## src/design/btnrep_pkg.sv

```systemverilog
// ---------------------------------------------------------------------------
// btnrep_pkg - shared definitions for the button state / typematic unit
// Sizes, operation and register codes, sequencer states and the structs
// passed between the configuration block, the remainder unit and the top.
// ---------------------------------------------------------------------------
`default_nettype none

package btnrep_pkg;

  localparam int BtnCount = 13;
  localparam int CntW     = (BtnCount > 1) ? $clog2(BtnCount) : 1;
  localparam int MaskW    = 13;
  localparam int HeldW    = 16;

  // fixed direction buttons
  localparam int BtnUp    = 0;
  localparam int BtnDown  = 1;
  localparam int BtnLeft  = 2;
  localparam int BtnRight = 3;

  localparam logic [1:0] OpFrame  = 2'd0;
  localparam logic [1:0] OpButton = 2'd1;
  localparam logic [1:0] OpAxis   = 2'd2;

  localparam int AddrW = 4;
  localparam int DataW = 32;

  localparam logic [1:0] RegDeadzone = 2'd0;
  localparam logic [1:0] RegDelay    = 2'd1;
  localparam logic [1:0] RegInterval = 2'd2;

  localparam logic [14:0] DeadzoneRst = 15'd12000;
  localparam logic [15:0] DelayRst    = 16'd420;
  localparam logic [15:0] IntervalRst = 16'd90;

  localparam int DivSteps = HeldW;
  localparam int DivCntW  = $clog2(DivSteps);

  typedef struct packed {
    logic [14:0] deadzone;
    logic [15:0] delay;
    logic [15:0] step;      // interval with zero read as one
  } cfg_t;

  typedef struct packed {
    logic        start;
    logic [15:0] dividend;
    logic [15:0] divisor;
  } div_req_t;

  typedef struct packed {
    logic        done;
    logic [15:0] rem;
  } div_rsp_t;

  typedef enum logic [4:0] {
    StIdle = 5'b00001,
    StScan = 5'b00010,
    StEval = 5'b00100,
    StDiv  = 5'b01000,
    StDone = 5'b10000
  } state_e;

  function automatic logic [MaskW-1:0] to_mask(input logic [BtnCount-1:0] bits);
    logic [MaskW-1:0] m;
    m = '0;
    for (int i = 0; i < MaskW; i++) begin
      if (i < BtnCount) begin
        m[i] = bits[i];
      end
    end
    return m;
  endfunction

endpackage

`default_nettype wire

```

## src/design/btnrep_in_if.sv

```systemverilog
// ---------------------------------------------------------------------------
// btnrep_in_if - input channel of the button state unit
// Valid/ready handshake carrying one event or tick per transaction.
// ---------------------------------------------------------------------------
`default_nettype none

interface btnrep_in_if;
  logic               valid;
  logic               ready;
  logic [1:0]         op;
  logic [3:0]         button_index;
  logic               level;
  logic               axis_select;
  logic signed [15:0] axis_value;
  logic [15:0]        frame_ms;

  modport source (
    output valid, op, button_index, level, axis_select, axis_value, frame_ms,
    input  ready
  );
  modport sink (
    input  valid, op, button_index, level, axis_select, axis_value, frame_ms,
    output ready
  );
endinterface

`default_nettype wire

```

## src/design/btnrep_out_if.sv

```systemverilog
// ---------------------------------------------------------------------------
// btnrep_out_if - result channel of the button state unit
// Valid/ready handshake carrying the four button masks.
// ---------------------------------------------------------------------------
`default_nettype none

interface btnrep_out_if;
  logic        valid;
  logic        ready;
  logic [12:0] down_mask;
  logic [12:0] pressed_mask;
  logic [12:0] released_mask;
  logic [12:0] repeat_mask;

  modport source (
    output valid, down_mask, pressed_mask, released_mask, repeat_mask,
    input  ready
  );
  modport sink (
    input  valid, down_mask, pressed_mask, released_mask, repeat_mask,
    output ready
  );
endinterface

`default_nettype wire

```

## src/design/btnrep_cfg.sv

```systemverilog
// ---------------------------------------------------------------------------
// btnrep_cfg - configuration registers
// APB-style write/read of deadzone, repeat delay and repeat interval.
// ---------------------------------------------------------------------------
`default_nettype none

module btnrep_cfg (
  input  wire logic                        clk_i,
  input  wire logic                        rst_ni,
  input  wire logic                        psel,
  input  wire logic                        penable,
  input  wire logic                        pwrite,
  input  wire logic [btnrep_pkg::AddrW-1:0] paddr,
  input  wire logic [btnrep_pkg::DataW-1:0] pwdata,
  output logic      [btnrep_pkg::DataW-1:0] prdata,
  output logic                             pready,
  output btnrep_pkg::cfg_t                 cfg_o
);

  logic [14:0] deadzone_q;
  logic [15:0] delay_q;
  logic [15:0] interval_q;
  logic [1:0]  reg_sel;
  logic        wr_en;

  assign pready  = 1'b1;
  assign reg_sel = paddr[btnrep_pkg::AddrW-1:2];
  assign wr_en   = psel & penable & pwrite;

  always_ff @(posedge clk_i or negedge rst_ni) begin
    if (!rst_ni) begin
      deadzone_q <= btnrep_pkg::DeadzoneRst;
      delay_q    <= btnrep_pkg::DelayRst;
      interval_q <= btnrep_pkg::IntervalRst;
    end else if (wr_en) begin
      unique case (reg_sel)
        btnrep_pkg::RegDeadzone: deadzone_q <= pwdata[14:0];
        btnrep_pkg::RegDelay:    delay_q    <= pwdata[15:0];
        btnrep_pkg::RegInterval: interval_q <= pwdata[15:0];
        default: ;
      endcase
    end
  end

  always_comb begin
    unique case (reg_sel)
      btnrep_pkg::RegDeadzone: prdata = {17'd0, deadzone_q};
      btnrep_pkg::RegDelay:    prdata = {16'd0, delay_q};
      btnrep_pkg::RegInterval: prdata = {16'd0, interval_q};
      default:                 prdata = '0;
    endcase
  end

  assign cfg_o.deadzone = deadzone_q;
  assign cfg_o.delay    = delay_q;
  assign cfg_o.step     = (interval_q == 16'd0) ? 16'd1 : interval_q;

endmodule

`default_nettype wire

```

## src/design/btnrep_rem.sv

```systemverilog
// ---------------------------------------------------------------------------
// btnrep_rem - iterative remainder unit
// Restoring division, one quotient bit per cycle; returns dividend mod
// divisor with a one-cycle done pulse.
// ---------------------------------------------------------------------------
`default_nettype none

module btnrep_rem (
  input  wire logic                 clk_i,
  input  wire logic                 rst_ni,
  input  btnrep_pkg::div_req_t      req_i,
  output btnrep_pkg::div_rsp_t      rsp_o
);

  logic                             busy_q;
  logic                             done_q;
  logic [btnrep_pkg::DivCntW-1:0]   cnt_q;
  logic [15:0]                      rem_q, rem_d;
  logic [15:0]                      dvd_q;
  logic [15:0]                      dsr_q;
  logic [16:0]                      trial;

  // shift in the next dividend bit and subtract when it fits
  always_comb begin
    trial = {rem_q, dvd_q[15]};
    if (trial >= {1'b0, dsr_q}) begin
      rem_d = 16'(trial - {1'b0, dsr_q});
    end else begin
      rem_d = trial[15:0];
    end
  end

  always_ff @(posedge clk_i or negedge rst_ni) begin
    if (!rst_ni) begin
      busy_q <= 1'b0;
      done_q <= 1'b0;
      cnt_q  <= '0;
    end else begin
      done_q <= 1'b0;
      if (req_i.start) begin
        busy_q <= 1'b1;
        cnt_q  <= '0;
      end else if (busy_q) begin
        cnt_q <= cnt_q + 1'b1;
        if (cnt_q == btnrep_pkg::DivCntW'(btnrep_pkg::DivSteps - 1)) begin
          busy_q <= 1'b0;
          done_q <= 1'b1;
        end
      end
    end
  end

  always_ff @(posedge clk_i) begin
    if (req_i.start) begin
      rem_q <= '0;
      dvd_q <= req_i.dividend;
      dsr_q <= req_i.divisor;
    end else if (busy_q) begin
      rem_q <= rem_d;
      dvd_q <= {dvd_q[14:0], 1'b0};
    end
  end

  assign rsp_o.done = done_q;
  assign rsp_o.rem  = rem_q;

endmodule

`default_nettype wire

```

## src/design/button_state_with_typematic_repeat_unit.sv

```systemverilog
// ---------------------------------------------------------------------------
// button_state_with_typematic_repeat_unit - button tracker with auto-repeat
// Keeps level, edge flags and held time of the logical buttons and reports
// down, pressed, released and repeat masks after every transaction.
// ---------------------------------------------------------------------------
// Usage:
//   in_i carries one frame tick, button event or axis sample per transaction;
//   the state update is applied at the accepting edge. out_o then carries
//   exactly one set of masks for that transaction.
//   Repeat is found by a sequencer walking the buttons one at a time; a
//   button that is not down, is below the delay, or whose held time past the
//   delay is below the last frame time is settled without a division, and
//   any other button needs a remainder from the shared bit-serial divider.
//   in_i.ready is low from accept until the result is loaded into the output
//   register, so no new transaction is taken while a scan is running.
//   The result sits in an output register, so a stalled receiver still lets
//   one further transaction be accepted and scanned; the one after that waits
//   until the register drains.
//   Reset clears all button state and loads deadzone 12000, delay 420 ms and
//   interval 90 ms. Configure over the APB port only while idle.
// ---------------------------------------------------------------------------
`default_nettype none

module button_state_with_typematic_repeat_unit (
  input  wire logic                         clk_i,
  input  wire logic                         rst_ni,
  input  wire logic                         psel,
  input  wire logic                         penable,
  input  wire logic                         pwrite,
  input  wire logic [btnrep_pkg::AddrW-1:0] paddr,
  input  wire logic [btnrep_pkg::DataW-1:0] pwdata,
  output logic      [btnrep_pkg::DataW-1:0] prdata,
  output logic                              pready,
  btnrep_in_if.sink                         in_i,
  btnrep_out_if.source                      out_o
);

  btnrep_pkg::cfg_t     cfg;
  btnrep_pkg::div_req_t div_req;
  btnrep_pkg::div_rsp_t div_rsp;
  btnrep_pkg::state_e   state_q, state_d;

  logic [btnrep_pkg::BtnCount-1:0] level_q, level_d;
  logic [btnrep_pkg::BtnCount-1:0] pressed_q, pressed_d;
  logic [btnrep_pkg::BtnCount-1:0] released_q, released_d;
  logic [15:0]   held_q [btnrep_pkg::BtnCount];
  logic [15:0]   held_d [btnrep_pkg::BtnCount];
  logic [15:0]   last_q, last_d;

  logic [btnrep_pkg::CntW-1:0]     cnt_q, cnt_d;
  logic signed [16:0]              a_q, a_d;
  logic                            dn_q, dn_d;
  logic [btnrep_pkg::BtnCount-1:0] qm_q, qm_d;

  logic        out_valid_q;
  logic [12:0] down_q, press_q, rel_q, rep_q;

  logic                            in_fire;
  logic                            out_load;
  logic [btnrep_pkg::BtnCount-1:0] wr_en;
  logic [btnrep_pkg::BtnCount-1:0] new_lv;
  logic signed [16:0]              val_x, dz_x;
  logic                            neg_on, pos_on;
  logic [16:0]                     sum;
  logic                            rep_bit;
  logic                            advance;
  logic [15:0]                     a_lo;

  btnrep_cfg u_cfg (
    .clk_i   (clk_i),
    .rst_ni  (rst_ni),
    .psel    (psel),
    .penable (penable),
    .pwrite  (pwrite),
    .paddr   (paddr),
    .pwdata  (pwdata),
    .prdata  (prdata),
    .pready  (pready),
    .cfg_o   (cfg)
  );

  btnrep_rem u_rem (
    .clk_i  (clk_i),
    .rst_ni (rst_ni),
    .req_i  (div_req),
    .rsp_o  (div_rsp)
  );

  assign in_i.ready = (state_q == btnrep_pkg::StIdle);
  assign in_fire    = in_i.valid & in_i.ready;

  // ---- state update for the accepted transaction ----
  assign val_x  = {in_i.axis_value[15], in_i.axis_value};
  assign dz_x   = {2'b00, cfg.deadzone};
  assign neg_on = val_x < -dz_x;
  assign pos_on = val_x > dz_x;

  always_comb begin
    wr_en  = '0;
    new_lv = '0;
    for (int i = 0; i < btnrep_pkg::BtnCount; i++) begin
      if (in_i.op == btnrep_pkg::OpButton) begin
        wr_en[i]  = (int'(in_i.button_index) == i);
        new_lv[i] = in_i.level;
      end else if (in_i.op == btnrep_pkg::OpAxis) begin
        if (!in_i.axis_select) begin
          if (i == btnrep_pkg::BtnLeft) begin
            wr_en[i]  = 1'b1;
            new_lv[i] = neg_on;
          end else if (i == btnrep_pkg::BtnRight) begin
            wr_en[i]  = 1'b1;
            new_lv[i] = pos_on;
          end
        end else begin
          if (i == btnrep_pkg::BtnUp) begin
            wr_en[i]  = 1'b1;
            new_lv[i] = neg_on;
          end else if (i == btnrep_pkg::BtnDown) begin
            wr_en[i]  = 1'b1;
            new_lv[i] = pos_on;
          end
        end
      end
    end
  end

  always_comb begin
    level_d    = level_q;
    pressed_d  = pressed_q;
    released_d = released_q;
    held_d     = held_q;
    last_d     = last_q;
    sum        = '0;
    if (in_fire) begin
      if (in_i.op == btnrep_pkg::OpFrame) begin
        last_d     = in_i.frame_ms;
        pressed_d  = '0;
        released_d = '0;
        for (int i = 0; i < btnrep_pkg::BtnCount; i++) begin
          sum = {1'b0, held_q[i]} + {1'b0, in_i.frame_ms};
          if (level_q[i]) begin
            held_d[i] = sum[16] ? 16'hFFFF : sum[15:0];
          end
        end
      end else begin
        for (int i = 0; i < btnrep_pkg::BtnCount; i++) begin
          if (wr_en[i] && (level_q[i] != new_lv[i])) begin
            level_d[i]    = new_lv[i];
            pressed_d[i]  = new_lv[i];
            released_d[i] = ~new_lv[i];
            if (new_lv[i]) begin
              held_d[i] = '0;
            end
          end
        end
      end
    end
  end

  always_ff @(posedge clk_i or negedge rst_ni) begin
    if (!rst_ni) begin
      level_q    <= '0;
      pressed_q  <= '0;
      released_q <= '0;
      last_q     <= '0;
      for (int i = 0; i < btnrep_pkg::BtnCount; i++) begin
        held_q[i] <= '0;
      end
    end else begin
      level_q    <= level_d;
      pressed_q  <= pressed_d;
      released_q <= released_d;
      last_q     <= last_d;
      held_q     <= held_d;
    end
  end

  // ---- repeat scan sequencer ----
  // a = held - delay. With a >= last the step changes iff last > a mod step;
  // otherwise both truncated quotients are zero unless a or last - a reach
  // a full step.
  assign a_lo    = a_q[15:0];
  assign out_load = (state_q == btnrep_pkg::StDone) & (~out_valid_q | out_o.ready);

  always_comb begin
    state_d          = state_q;
    cnt_d            = cnt_q;
    a_d              = a_q;
    dn_d             = dn_q;
    qm_d             = qm_q;
    rep_bit          = 1'b0;
    advance          = 1'b0;
    div_req.start    = 1'b0;
    div_req.dividend = a_lo;
    div_req.divisor  = cfg.step;
    unique case (state_q)
      btnrep_pkg::StIdle: begin
        if (in_fire) begin
          cnt_d   = '0;
          qm_d    = '0;
          state_d = btnrep_pkg::StScan;
        end
      end
      btnrep_pkg::StScan: begin
        a_d     = $signed({1'b0, held_q[cnt_q]}) - $signed({1'b0, cfg.delay});
        dn_d    = level_q[cnt_q];
        state_d = btnrep_pkg::StEval;
      end
      btnrep_pkg::StEval: begin
        if (!dn_q || a_q[16]) begin
          advance = 1'b1;
        end else if (last_q > a_lo) begin
          rep_bit = (a_lo >= cfg.step) || (16'(last_q - a_lo) >= cfg.step);
          advance = 1'b1;
        end else begin
          div_req.start = 1'b1;
          state_d       = btnrep_pkg::StDiv;
        end
      end
      btnrep_pkg::StDiv: begin
        if (div_rsp.done) begin
          rep_bit = last_q > div_rsp.rem;
          advance = 1'b1;
        end
      end
      btnrep_pkg::StDone: begin
        if (out_load) begin
          state_d = btnrep_pkg::StIdle;
        end
      end
      default: state_d = btnrep_pkg::StIdle;
    endcase
    if (advance) begin
      qm_d[cnt_q] = rep_bit;
      if (cnt_q == btnrep_pkg::CntW'(btnrep_pkg::BtnCount - 1)) begin
        state_d = btnrep_pkg::StDone;
      end else begin
        cnt_d   = cnt_q + 1'b1;
        state_d = btnrep_pkg::StScan;
      end
    end
  end

  always_ff @(posedge clk_i or negedge rst_ni) begin
    if (!rst_ni) begin
      state_q <= btnrep_pkg::StIdle;
      cnt_q   <= '0;
    end else begin
      state_q <= state_d;
      cnt_q   <= cnt_d;
    end
  end

  always_ff @(posedge clk_i) begin
    a_q  <= a_d;
    dn_q <= dn_d;
    qm_q <= qm_d;
  end

  // ---- output register ----
  always_ff @(posedge clk_i or negedge rst_ni) begin
    if (!rst_ni) begin
      out_valid_q <= 1'b0;
    end else if (out_load) begin
      out_valid_q <= 1'b1;
    end else if (out_o.ready) begin
      out_valid_q <= 1'b0;
    end
  end

  always_ff @(posedge clk_i) begin
    if (out_load) begin
      down_q  <= btnrep_pkg::to_mask(level_q);
      press_q <= btnrep_pkg::to_mask(pressed_q);
      rel_q   <= btnrep_pkg::to_mask(released_q);
      rep_q   <= btnrep_pkg::to_mask(qm_q);
    end
  end

  assign out_o.valid         = out_valid_q;
  assign out_o.down_mask     = down_q;
  assign out_o.pressed_mask  = press_q;
  assign out_o.released_mask = rel_q;
  assign out_o.repeat_mask   = rep_q;

  // ---- assertions ----
  a_busy_after_accept: assert property (@(posedge clk_i) disable iff (!rst_ni)
    in_fire |=> !in_i.ready)
    else $error("input accepted again directly after a transaction");

  a_repeat_needs_down: assert property (@(posedge clk_i) disable iff (!rst_ni)
    out_o.valid |-> ((out_o.repeat_mask & ~out_o.down_mask) == 13'd0))
    else $error("repeat reported for a button that is up");

  a_edges_exclusive: assert property (@(posedge clk_i) disable iff (!rst_ni)
    (pressed_q & released_q) == '0)
    else $error("button flagged pressed and released together");

  a_div_only_in_eval: assert property (@(posedge clk_i) disable iff (!rst_ni)
    div_req.start |=> (state_q == btnrep_pkg::StDiv))
    else $error("remainder started outside the evaluation step");

endmodule

`default_nettype wire
```

## src/flat_wrapper.sv

```systemverilog
// flat-port wrapper written by rule: the top's interface ports become plain ports
module button_state_with_typematic_repeat_unit_flat 
  (clk_i, rst_ni, psel, penable, pwrite, paddr, pwdata, prdata, pready, in_i_valid, in_i_op, in_i_button_index, in_i_level, in_i_axis_select, in_i_axis_value, in_i_frame_ms, in_i_ready, out_o_valid, out_o_down_mask, out_o_pressed_mask, out_o_released_mask, out_o_repeat_mask, out_o_ready);
  btnrep_in_if in_i_i ();
  btnrep_out_if out_o_i ();
  input  wire logic clk_i;
  input  wire logic rst_ni;
  input  wire logic psel;
  input  wire logic penable;
  input  wire logic pwrite;
  input  wire logic [btnrep_pkg::AddrW-1:0] paddr;
  input  wire logic [btnrep_pkg::DataW-1:0] pwdata;
  output logic      [btnrep_pkg::DataW-1:0] prdata;
  output logic pready;
  input wire logic [$bits(in_i_i.valid)-1:0] in_i_valid;
  input wire logic [$bits(in_i_i.op)-1:0] in_i_op;
  input wire logic [$bits(in_i_i.button_index)-1:0] in_i_button_index;
  input wire logic [$bits(in_i_i.level)-1:0] in_i_level;
  input wire logic [$bits(in_i_i.axis_select)-1:0] in_i_axis_select;
  input wire logic [$bits(in_i_i.axis_value)-1:0] in_i_axis_value;
  input wire logic [$bits(in_i_i.frame_ms)-1:0] in_i_frame_ms;
  output wire logic [$bits(in_i_i.ready)-1:0] in_i_ready;
  output wire logic [$bits(out_o_i.valid)-1:0] out_o_valid;
  output wire logic [$bits(out_o_i.down_mask)-1:0] out_o_down_mask;
  output wire logic [$bits(out_o_i.pressed_mask)-1:0] out_o_pressed_mask;
  output wire logic [$bits(out_o_i.released_mask)-1:0] out_o_released_mask;
  output wire logic [$bits(out_o_i.repeat_mask)-1:0] out_o_repeat_mask;
  input wire logic [$bits(out_o_i.ready)-1:0] out_o_ready;
  assign in_i_i.valid = in_i_valid;
  assign in_i_i.op = in_i_op;
  assign in_i_i.button_index = in_i_button_index;
  assign in_i_i.level = in_i_level;
  assign in_i_i.axis_select = in_i_axis_select;
  assign in_i_i.axis_value = in_i_axis_value;
  assign in_i_i.frame_ms = in_i_frame_ms;
  assign in_i_ready = in_i_i.ready;
  assign out_o_valid = out_o_i.valid;
  assign out_o_down_mask = out_o_i.down_mask;
  assign out_o_pressed_mask = out_o_i.pressed_mask;
  assign out_o_released_mask = out_o_i.released_mask;
  assign out_o_repeat_mask = out_o_i.repeat_mask;
  assign out_o_i.ready = out_o_ready;
  button_state_with_typematic_repeat_unit u_core (.clk_i(clk_i), .rst_ni(rst_ni), .psel(psel), .penable(penable), .pwrite(pwrite), .paddr(paddr), .pwdata(pwdata), .prdata(prdata), .pready(pready), .in_i(in_i_i), .out_o(out_o_i));
endmodule
```

## config.mk

```make
export PLATFORM = sky130hd
export DESIGN_NAME = button_state_with_typematic_repeat_unit_flat
export DESIGN_NICKNAME = d
export VERILOG_FILES = /design/src/design/btnrep_pkg.sv /design/src/design/btnrep_in_if.sv /design/src/design/btnrep_out_if.sv /design/src/design/btnrep_cfg.sv /design/src/design/btnrep_rem.sv /design/src/design/button_state_with_typematic_repeat_unit.sv /design/src/flat_wrapper.sv
export SDC_FILE = /design/constraint.sdc
export NUM_CORES = 2
export LEC_CHECK = 0
export BUFFER_PORTS_ARGS = -buffer_cell sky130_fd_sc_hd__buf_4
export CORE_MARGIN = 1.5
export CORE_UTILIZATION = 40
export CTS_CLUSTER_DIAMETER = 50
export DETAILED_ROUTE_END_ITERATION = 8
export REMOVE_ABC_BUFFERS = 1
export SYNTH_ARGS = -nofsm -noshare
export SYNTH_HDL_FRONTEND = slang
export SYNTH_SLANG_ARGS = --single-unit
```

## constraint.sdc

```tcl
create_clock -name clk_i -period 13.38 [get_ports clk_i]
set_input_delay 2.007 -clock clk_i [delete_from_list [all_inputs] [get_ports clk_i]]
set_output_delay 2.007 -clock clk_i [all_outputs]
set_load 0.02 [all_outputs]
```

==> results.md <==
* Status: completed
* Cell type with the highest aggregate area in the netlist: dfrtp_1
* Sequential power share at roughly 29%
* Nets at 4107
* CP endpoint kind: output port
* Initial cell density of the core at 40.4%
* CP max stage delay at 750 ps
* CP required at 11370 ps
* Fin. Hold Viols at 0
* Total GRT Usage at 23.8%
* Port Buffers at approximately 130
* Largest net degree at the start of global routing at 82
* Total internal power at approximately 4.4 mW
* Worst-path clk slew at about 60 ps
* Mapped Cells at roughly 3600
* CTS Hold Bufs at 0
* Period utilization at 41.5%
* #FFs+latches synth at roughly 460
* TritonCTS clock tree: built
* Placer Congestion at 0.935
* I/O pin total at 170
* Max Cap Violations at 0
* Clock power share at 28.7%
* Clk buf depth at 3
* CP max-delay cell: nor2b_1
* WL final at ~100000 um
* Worst min path class: reg -> reg
* Crit path cell chain: buf_4, nor2b_1, nand2_1, o21ai_0, buf_4
* # rows at 105
* Number of synthesized flops with an enable pin at 102
* CTS buffer count at 77
* CP max FO at 20
* Area share of the largest cell type after synthesis at 23.4%
* Share of layout cells above drive strength 1 at between 10% and 20%
* Max-slew headroom at approximately 16%
* Placeable Area at 82100 um2
* GRT Residual Overflow at 0
* TritonRoute pass-1 iters at 6
* Synth Warn # at 0
* Critical path class: in -> out
* FMAX at 180 MHz
* Via density at 5.74
* Critical path startpoint category: input port
* Post-DP HPWL at 74500 um
* Min cycle time layout at approximately 5600 ps
* CP most frequent cell: buf_4
* Via Count at 27575
* H-tree levels at 3
* Clock Sink Count at 457
* Wire per inst at 21.2 um
* Final Skew at 43.3 ps
* Skew-Pair Late Insertion Delay at roughly 650 ps
* Fillers at 7822
* Die height at 291 um
* Antenna violations before repair at 8
* Placed Area at 35300 um2
* Final core occ at 46.3%
* ANT nets after route at 0
* Max-slew violations at 0
* Residual DRC at 0
* Sw frac at 40.1%
* CTS root buf: clkbuf_16
* Area grow syn2layout at 14.4%
* Full die area at roughly 85000 um2
* Detailed Route Iter0 Violations at roughly 2100
* Die Span X at 291 um
* Hold Worst Slack at around 420 ps
* First-pass GRT wire length at 156000 um
* Syn_area_per_cell at 9.34 um2
* WL met2 at 45900 um
* VDD IR max at 0.101 mV
* Synth async-reset ratio at 71.3%
* RSZ-0062 raised after global routing: no
* Post-cts gate resize count at 0
* P_leak at between 15 and 20 nW
* Ranking of synthesized cells by area: dfrtp_1, ha_1, edfxtp_1
* Kind of cell adding the most delay to the critical path: simple AND/OR/NAND/NOR gates
* Worst slew pin tran at around 1300 ps
* Top sig layer: met5
* Psw at 2.92 mW
* Setup_tns at 0 ps
* Final Setup Violations at 0
* Met1 WL at 47300 um
* Buffer and inverter count on the worst path at 2
* Syn Std Cell Area at 33200 um2
* Register area share after synthesis at between 30 and 40%
* Yosys cell types at a little under 90
* Met3 wire length at 6070 um
* Vias in the first global route at 26240
* Pwr per Cell Area at around 190 nW/um2
* Final Cell Area at 38000 um2
* Synth Flop Type: dfrtp_1
* Postcts setup bufs at 0
* Arr. time, crit path at approximately 3600 ps
* Comb power frac at 42.5%
[sequential cells by signal, summed over array words and instances, names as in the netlist, 15 cells and up, named ones only]
signal,count
u_core.u_rem.dvd_q,16
u_core.u_rem.rem_q,16
u_core.u_cfg.interval_q,16
u_core.u_cfg.delay_q,16
u_core.held_q,208
u_core.last_q,16
u_core.u_cfg.deadzone_q,15
u_core.a_q,17
u_core.u_rem.dsr_q,16
[final timing paths]
kind / depth (start not counted) / slack, ps / end / from
min reg2reg: 0 / 420 / u_core.out_o.repeat_mask[5]$_DFFE_PP_ / u_core.qm_q[5]$_DFF_P_
min in group asynchronous: 1 / 1370 / u_core.held_q[68]$_DFFE_PN0P_ / rst_ni
min: 0 / 420 / u_core.out_o.repeat_mask[5]$_DFFE_PP_ / u_core.qm_q[5]$_DFF_P_
max: 5 / 7820 / prdata[14] / paddr[2]
max reg2reg: 15 / 8400 / u_core.a_q[15]$_DFFE_PP_ / u_core.cnt_q[0]$_DFF_PN0_
max in group asynchronous: 2 / 10540 / u_core.u_cfg.interval_q[0]$_DFFE_PN0P_ / rst_ni
[synthesized netlist by cell type, types with 62 or more instances]
cell	instances
nand3_1	75
nor3_1	66
nand2_1	400
clkbuf_1	96
nor2_1	262
a21oi_1	200
ha_1	341
inv_1	189
o21ai_0	250
edfxtp_1	102
xnor2_1	140
mux2i_1	62
dfrtp_1	310
a21o_1	114
[cell usage in the layout, fill, tap and decap left out, drive strengths merged, types with 17 or more instances in the layout]
cell,instances
nand3,75
a31o,17
clkbuf,85
xor2,52
a21o,114
or3,28
nand2,400
buf,161
edfxtp,102
nor2b,36
xnor2,140
dfxtp,29
dfrtp,310
mux2,39
nor3,67
mux2i,62
a21boi,17
nand4,36
nand2b,40
ha,341
and3,22
a21oi,200
conb,17
a31oi,21
a211oi,42
o21a,49
mux4,51
nor2,264
a22oi,52
o31ai,23
o21ai,257
o2bb2ai,32
o211ai,39
inv,217
[cells by family (layout without fill, tap and decap cells)]
group | count (synthesis) | count (layout) | synth area share, %
other | 2 | 19 | 0.0226
AND/OR/NAND/NOR | 1048 | 1048 | 14.5
multiplexers | 152 | 152 | 6.65
buffers and inverters | 332 | 494 | 4.07
adder cells (fa/ha/maj) | 357 | 357 | 13.8
flip-flops | 457 | 457 | 35.6
XOR/XNOR | 192 | 192 | 5.06
AO/OA/AOI/OAI | 1015 | 1015 | 20.3
[power groups by stage]
stage	registers (mW)	clock network, mW	logic, mW
floorplan	1.98	0	2.34
global placement	2.11	0	3.02
detailed placement	2.11	0	3.06
CTS	2.09	2.13	3.08
global route	2.14	2.19	3.47
finish	2.10	2.10	3.10
[layout make-up]
cell class                 count  area (um2)  share of cell area (%)
antenna                        2        5.00                  0.0132
clock buffer                  85        1980                    5.20
clock inverter                59         741                    1.95
inverter                     189         709                    1.87
multi-input combinational   2781       20200                    53.1
sequential                   457       11800                    31.1
tap                         1070        1340                    3.52
timing repair buffer         161        1220                    3.20
[metrics by stage]
stage,power [mW],setup WS (ps),std cells
5_1_grt,7.80,7610,4802
6_report,7.30,7820,4804
3_5_place_dp,5.17,7240,4658
3_3_place_gp,5.13,7240,4658
2_1_floorplan,4.32,8020,3427
4_1_cts,7.30,7810,4802
[metal layers]
layer	vias up	GRT usage, %
met1	13374	33.3
li1	13332	-
met3	130	3.85
met5	-	0
met4	10	6.54
met2	729	38.1
Power figures use the tool's default switching activity.
